[config.mk]
export PLATFORM = sky130hd
export DESIGN_NAME = krt_ctrl
export DESIGN_NICKNAME = d
export VERILOG_FILES = /design/src/rtl/core/krt_pkg.sv /design/src/rtl/core/krt_ctrl.sv
export SDC_FILE = /design/constraint.sdc
export NUM_CORES = 1
export LEC_CHECK = 0
export ABC_AREA = 1
export ABC_CLOCK_PERIOD_IN_PS = 2350
export BUFFER_PORTS_ARGS = -buffer_cell sky130_fd_sc_hd__clkbuf_2
export CAP_MARGIN = 30
export CORE_AREA = 2 2 39 41
export DETAILED_ROUTE_END_ITERATION = 12
export DIE_AREA = 0 0 41 43
export MAX_ROUTING_LAYER = met4
export SYNTH_ARGS = -nofsm -noshare
export SYNTH_HDL_FRONTEND = slang
export SYNTH_SLANG_ARGS = --single-unit
[constraint.sdc]
create_clock -name clk -period 2.35 [get_ports clk]
set_input_delay 0.5875 -clock clk [delete_from_list [all_inputs] [get_ports clk]]
set_output_delay 0.5875 -clock clk [all_outputs]
set_load 0.05 [all_outputs]
[src/rtl/core/krt_pkg.sv]
package krt_pkg;

    localparam int MAX_RESULTS = 64;

    typedef enum logic [1:0] {
        OP_INSERT = 2'd0,
        OP_LOOKUP = 2'd1,
        OP_UPDATE = 2'd2,
        OP_DUMP   = 2'd3
    } op_t;

    typedef enum logic [2:0] {
        STAT_OK        = 3'd0,
        STAT_FULL      = 3'd1,
        STAT_DUP       = 3'd2,
        STAT_NOT_FOUND = 3'd3,
        STAT_BAD_PRICE = 3'd4,
        STAT_EMPTY     = 3'd5
    } status_t;

    typedef struct packed {
        logic load;
        logic scan;
        logic emit;
        logic dump_rd;
        logic dump_out;
    } krt_cmd_t;

    typedef struct packed {
        logic in_dump;
        logic empty;
        logic hit;
        logic miss;
        logic out_free;
        logic dump_last;
    } krt_stat_t;

endpackage

[src/rtl/core/krt_ctrl.sv]
module krt_ctrl
    import krt_pkg::*;
(
    input  logic      clk,
    input  logic      rst_n,
    input  logic      s_tvalid,
    output logic      s_tready,
    output krt_cmd_t  cmd,
    input  krt_stat_t st
);

    typedef enum logic [4:0] {
        S_IDLE = 5'b00001,
        S_SCAN = 5'b00010,
        S_EMIT = 5'b00100,
        S_DRD  = 5'b01000,
        S_DOUT = 5'b10000
    } state_t;

    state_t state_reg;
    state_t state_next;

    always_ff @(posedge clk or negedge rst_n)
    begin
        if (!rst_n)
        begin
            state_reg <= S_IDLE;
        end
        else
        begin
            state_reg <= state_next;
        end
    end

    always_comb
    begin
        state_next = state_reg;
        cmd        = '0;
        s_tready   = 1'b0;
        unique case (state_reg)
            S_IDLE:
            begin
                s_tready = 1'b1;
                if (s_tvalid)
                begin
                    cmd.load = 1'b1;
                    if (!st.in_dump)
                    begin
                        state_next = S_SCAN;
                    end
                    else if (st.empty)
                    begin
                        state_next = S_EMIT;
                    end
                    else
                    begin
                        state_next = S_DRD;
                    end
                end
            end
            S_SCAN:
            begin
                cmd.scan = 1'b1;
                if (st.hit || st.miss)
                begin
                    state_next = S_EMIT;
                end
            end
            S_EMIT:
            begin
                if (st.out_free)
                begin
                    cmd.emit   = 1'b1;
                    state_next = S_IDLE;
                end
            end
            S_DRD:
            begin
                cmd.dump_rd = 1'b1;
                state_next  = S_DOUT;
            end
            S_DOUT:
            begin
                if (st.out_free)
                begin
                    cmd.dump_out = 1'b1;
                    state_next   = st.dump_last ? S_IDLE : S_DRD;
                end
            end
            default:
            begin
                state_next = S_IDLE;
            end
        endcase
    end

endmodule

# --- Yosys cells after proc, flatten, opt, wreduce, memory -nomap -nowiden ---
# Cells that the tools add are included.
word_totals:
  reg_bits: 5
  latchBits: 0
  ramBits: 0
  rom_bits: 0
  output_inout_bits: 6
  wordCells: 28
  mem_count: 0
classes:
  n_addsub: 0
  n_mul: 0
  n_div: 0
  magnitude_cmp: 0
  eq_ne: 9
  shift: 0
  muxes: 16
  n_bitwise: 0
  reduce_logical: 2
ops:
  columns: ["operator", "n"]
  rows:
  - ["$mux W5", 5]
  - ["$pmux W5 S5", 1]
  - ["$mux W1", 8]
  - ["$mux W4", 2]
  - ["$ne A2 B2 Y1 const B", 4]
  - ["$eq A5 B1 Y1 const B", 1]
  - ["$eq A5 B2 Y1 const B", 1]
  - ["$eq A5 B3 Y1 const B", 1]
  - ["$eq A5 B4 Y1 const B", 1]
  - ["$eq A5 B5 Y1 const B", 1]
  - ["$reduce_and A4 Y1", 1]
  - ["$logic_or A1 B1 Y1", 1]

# --- Logic depth before layout (Yosys ltp) ---
depth:
  ltp_word: 4
  ltp_mapped: 8

# --- Worst setup path after synthesis ---
# No wires, ideal clock.
synth_path:
  path_kind: "register -> output"
  start: "register state_reg[0]"
  end: "output port cmd[4] (netlist bit)"
  t_arrival_ns: 1.528
  slack_ns: 0.235
  stages_incl_launch_ff: 5
  path_buffers: 0
  path_cell_list: "dfstp_2 -> inv_1 -> nor2_1 -> nand2_1 -> nor2_1"
synth_rtl:
  columns: ["item", "line", "rtl"]
  rows:
  - ["start, declared", "krt_ctrl.sv:20", "state_t state_reg;"]
  - ["start signal, assigned", "krt_ctrl.sv:31", "state_reg <= state_next;"]
  - ["end, declared", "krt_ctrl.sv:8", "output krt_cmd_t cmd,"]

==> impl_metrics.toml <==
[outcome]
status = "finished clean"

[clock_tree]
cts_hold_buf = 0
cts_resized = 0
ctsLongestPathBuffers = 2
clkTransAtPathRegs_ns = 0.04
cts_buffers = 3
htreeDepth = 1
cts_root_buffer = "clkbuf_4"
cts.sinks = 5
post-cts-setup-buffers = 0
worst_skew_pair.late_latency_ns = 0.24
cts_tree = "yes"

[final_layout]
nNetsFinal = 89
syn_to_final_growth_pct = 28.8
fill_cells = 154
final_core_util_pct = 37.6
largest_reg_flops = 5
antennaDiodeCount = 0
drive_above_1_share_pct = 36.7
multi_input_area_um2 = 244
ff_latch_area_um2 = 126

[worst_setup_path]
crit_arrival_ns = 1.59
critPathCaptureType = "primary output"
crit_required_ns = 1.76
worstRegToRegCells = 7
start_kind = "register"
crit_fanout = 4
path_class = "register to primary output"

[flow_run]
maxCapViolCount = 0

[route]
drt_wl_total_um = 950
drcViolationCount = 0
final_antenna_net_count = 0
drtIter0Drc = 5
via_count = 436
first_pass_iters = 4
via_per_inst = 4.59
wl_per_cell_um = 10.0

[sta]
fin_tns_setup_ns = 0
slew_viol_final = 0
maxSlewHeadroom_pct = 80.5
rsz0062_at_grt = "no"
fin_worst_skew_ns = 0.00252
finalHoldViolCount = 0
fmax_mhz = 460
setup_viol = 0
min_period_ns = 2.17
worst_pin_slew_ns = 0.292
holdWs_ns = 0.151
post-route-period-util_pct = 92.5

[global_route]
grt_pass1_vias = 403
grt.overflow.total = 0
grt_max_degree = 8
grt_usage_pct = 14.4
antenna_found_initial = 0
grt_pass1_wl_um = 1610

[pwr]
leakagePower_uw = 0.000303
irDropWorstVdd_mv = 0.525
p_per_area_nw_per_um2 = 1350

[synth]
yosys_warnings = 0
netlist_instances = 61
synth-seq-cells = 5
syn_avg_cell_area_um2 = 6.63
synthDistinctLibCells = 17
syn-num-nets = 70
seq_area_frac_synth_pct = 31.3
netlist_area_um2 = 404

[placement]
gp_congestion = 0.894
port_buffers = 14
hpwl_um = 767

[floorplanning]
std_cell_rows = 14
dieArea_um2 = 1760
die_y_um = 43
ios = 15
die_w_um = 41
start_util_pct = 29.2
coreArea_um2 = 1380

[worst_hold_path]
hold_class = "input pin to async pin"
==> layout by cell type (no fill, tap or decap), types with 2 or more instances in the layout <==
cell      count
nand3_2       2
nor2_4        2
a21oi_1       2
nor2_1       11
inv_2         3
nand3_1       3
nor2_2        2
nand2_1      19
dfrtp_1       4
clkbuf_4      3
clkbuf_2     14
inv_1         6
==> area by class of cell <==
| cell class | instances | area share (%) |
|---|---|---|
| multi-input combinational | 47 | 46.9 |
| sequential | 5 | 24.3 |
| timing repair buffer | 14 | 13.5 |
| inverter | 9 | 6.49 |
| clock buffer | 4 | 5.05 |
| tap | 16 | 3.85 |
==> kinds of logic after synthesis <==
family,share of synthesized area (%)
flops,31.3
buf+inv,8.36
simple gates,53.9
compound gates,6.50
==> report_power, final <==
group          internal, uW  leakage (uW)  switching, uW  total (uW)
Clock                  64.2     0.0000150           35.3        99.4
Combinational           123      0.000224            306         429
Sequential              124     0.0000648           49.9         174
Total                   311      0.000303            391         702
==> synthesized netlist by cell type <==
| library cell | count | area share, % |
|---|---|---|
| nand2_1 | 19 | 18 |
| nor2_1 | 11 | 10 |
| inv_1 | 6 | 5.6 |
| dfrtp_1 | 4 | 25 |
| inv_2 | 3 | 2.8 |
| nand3_1 | 3 | 3.7 |
| a21oi_1 | 2 | 2.5 |
| nand3_2 | 2 | 5.0 |
| nor2_2 | 2 | 3.1 |
| nor2_4 | 2 | 5.6 |
| dfstp_2 | 1 | 6.5 |
| nand4_1 | 1 | 1.5 |
| nand4_2 | 1 | 3.1 |
| nor3_4 | 1 | 4.0 |
| o21ai_0 | 1 | 1.2 |
| o21ai_1 | 1 | 1.2 |
| o22ai_1 | 1 | 1.5 |
==> final timing paths <==
path / start / endpoint / slack (ns)
min in group clk: st[1] / state_reg[4] / 0.57
hold / removal: rst_n / state_reg[3] / 0.15
setup reg to reg: state_reg[0] / state_reg[2] / 1.02
hold reg to reg: state_reg[0] / state_reg[0] / 0.64
max in group asynchronous: rst_n / state_reg[0] / 1.98
setup / recovery: state_reg[0] / cmd[4] / 0.18
==> metal layers <==
metal  GRT usage, %  share of wire (%)  vias up
li1               -                  -      229
met1           19.4                 46      191
met2           18.4                 47       12
met3           6.28                4.3        4
met4           6.00                2.3        0
met5              -                  0        -
==> critical path, cell delays in order (launching register included) <==
cell	delay [ns]
dfstp_2	0.56
inv_1	0.04
nor2_1	0.19
nand2_1	0.16
nor2_1	0.11
clkbuf_2	0.28
==> metrics by stage <==
step / total power (uW) / area [um2] / worst slack [ns] / std cells
after floorplan: 509 / 404 / 0.235 / 61
after global placement: 596 / 494 / 0.487 / 91
after detailed placement: 599 / 494 / 0.454 / 91
after CTS: 703 / 520 / 0.187 / 95
after global routing: 760 / 520 / 0.0220 / 95
final: 702 / 520 / 0.177 / 95
No activity file was read; power rests on OpenSTA's default activity.
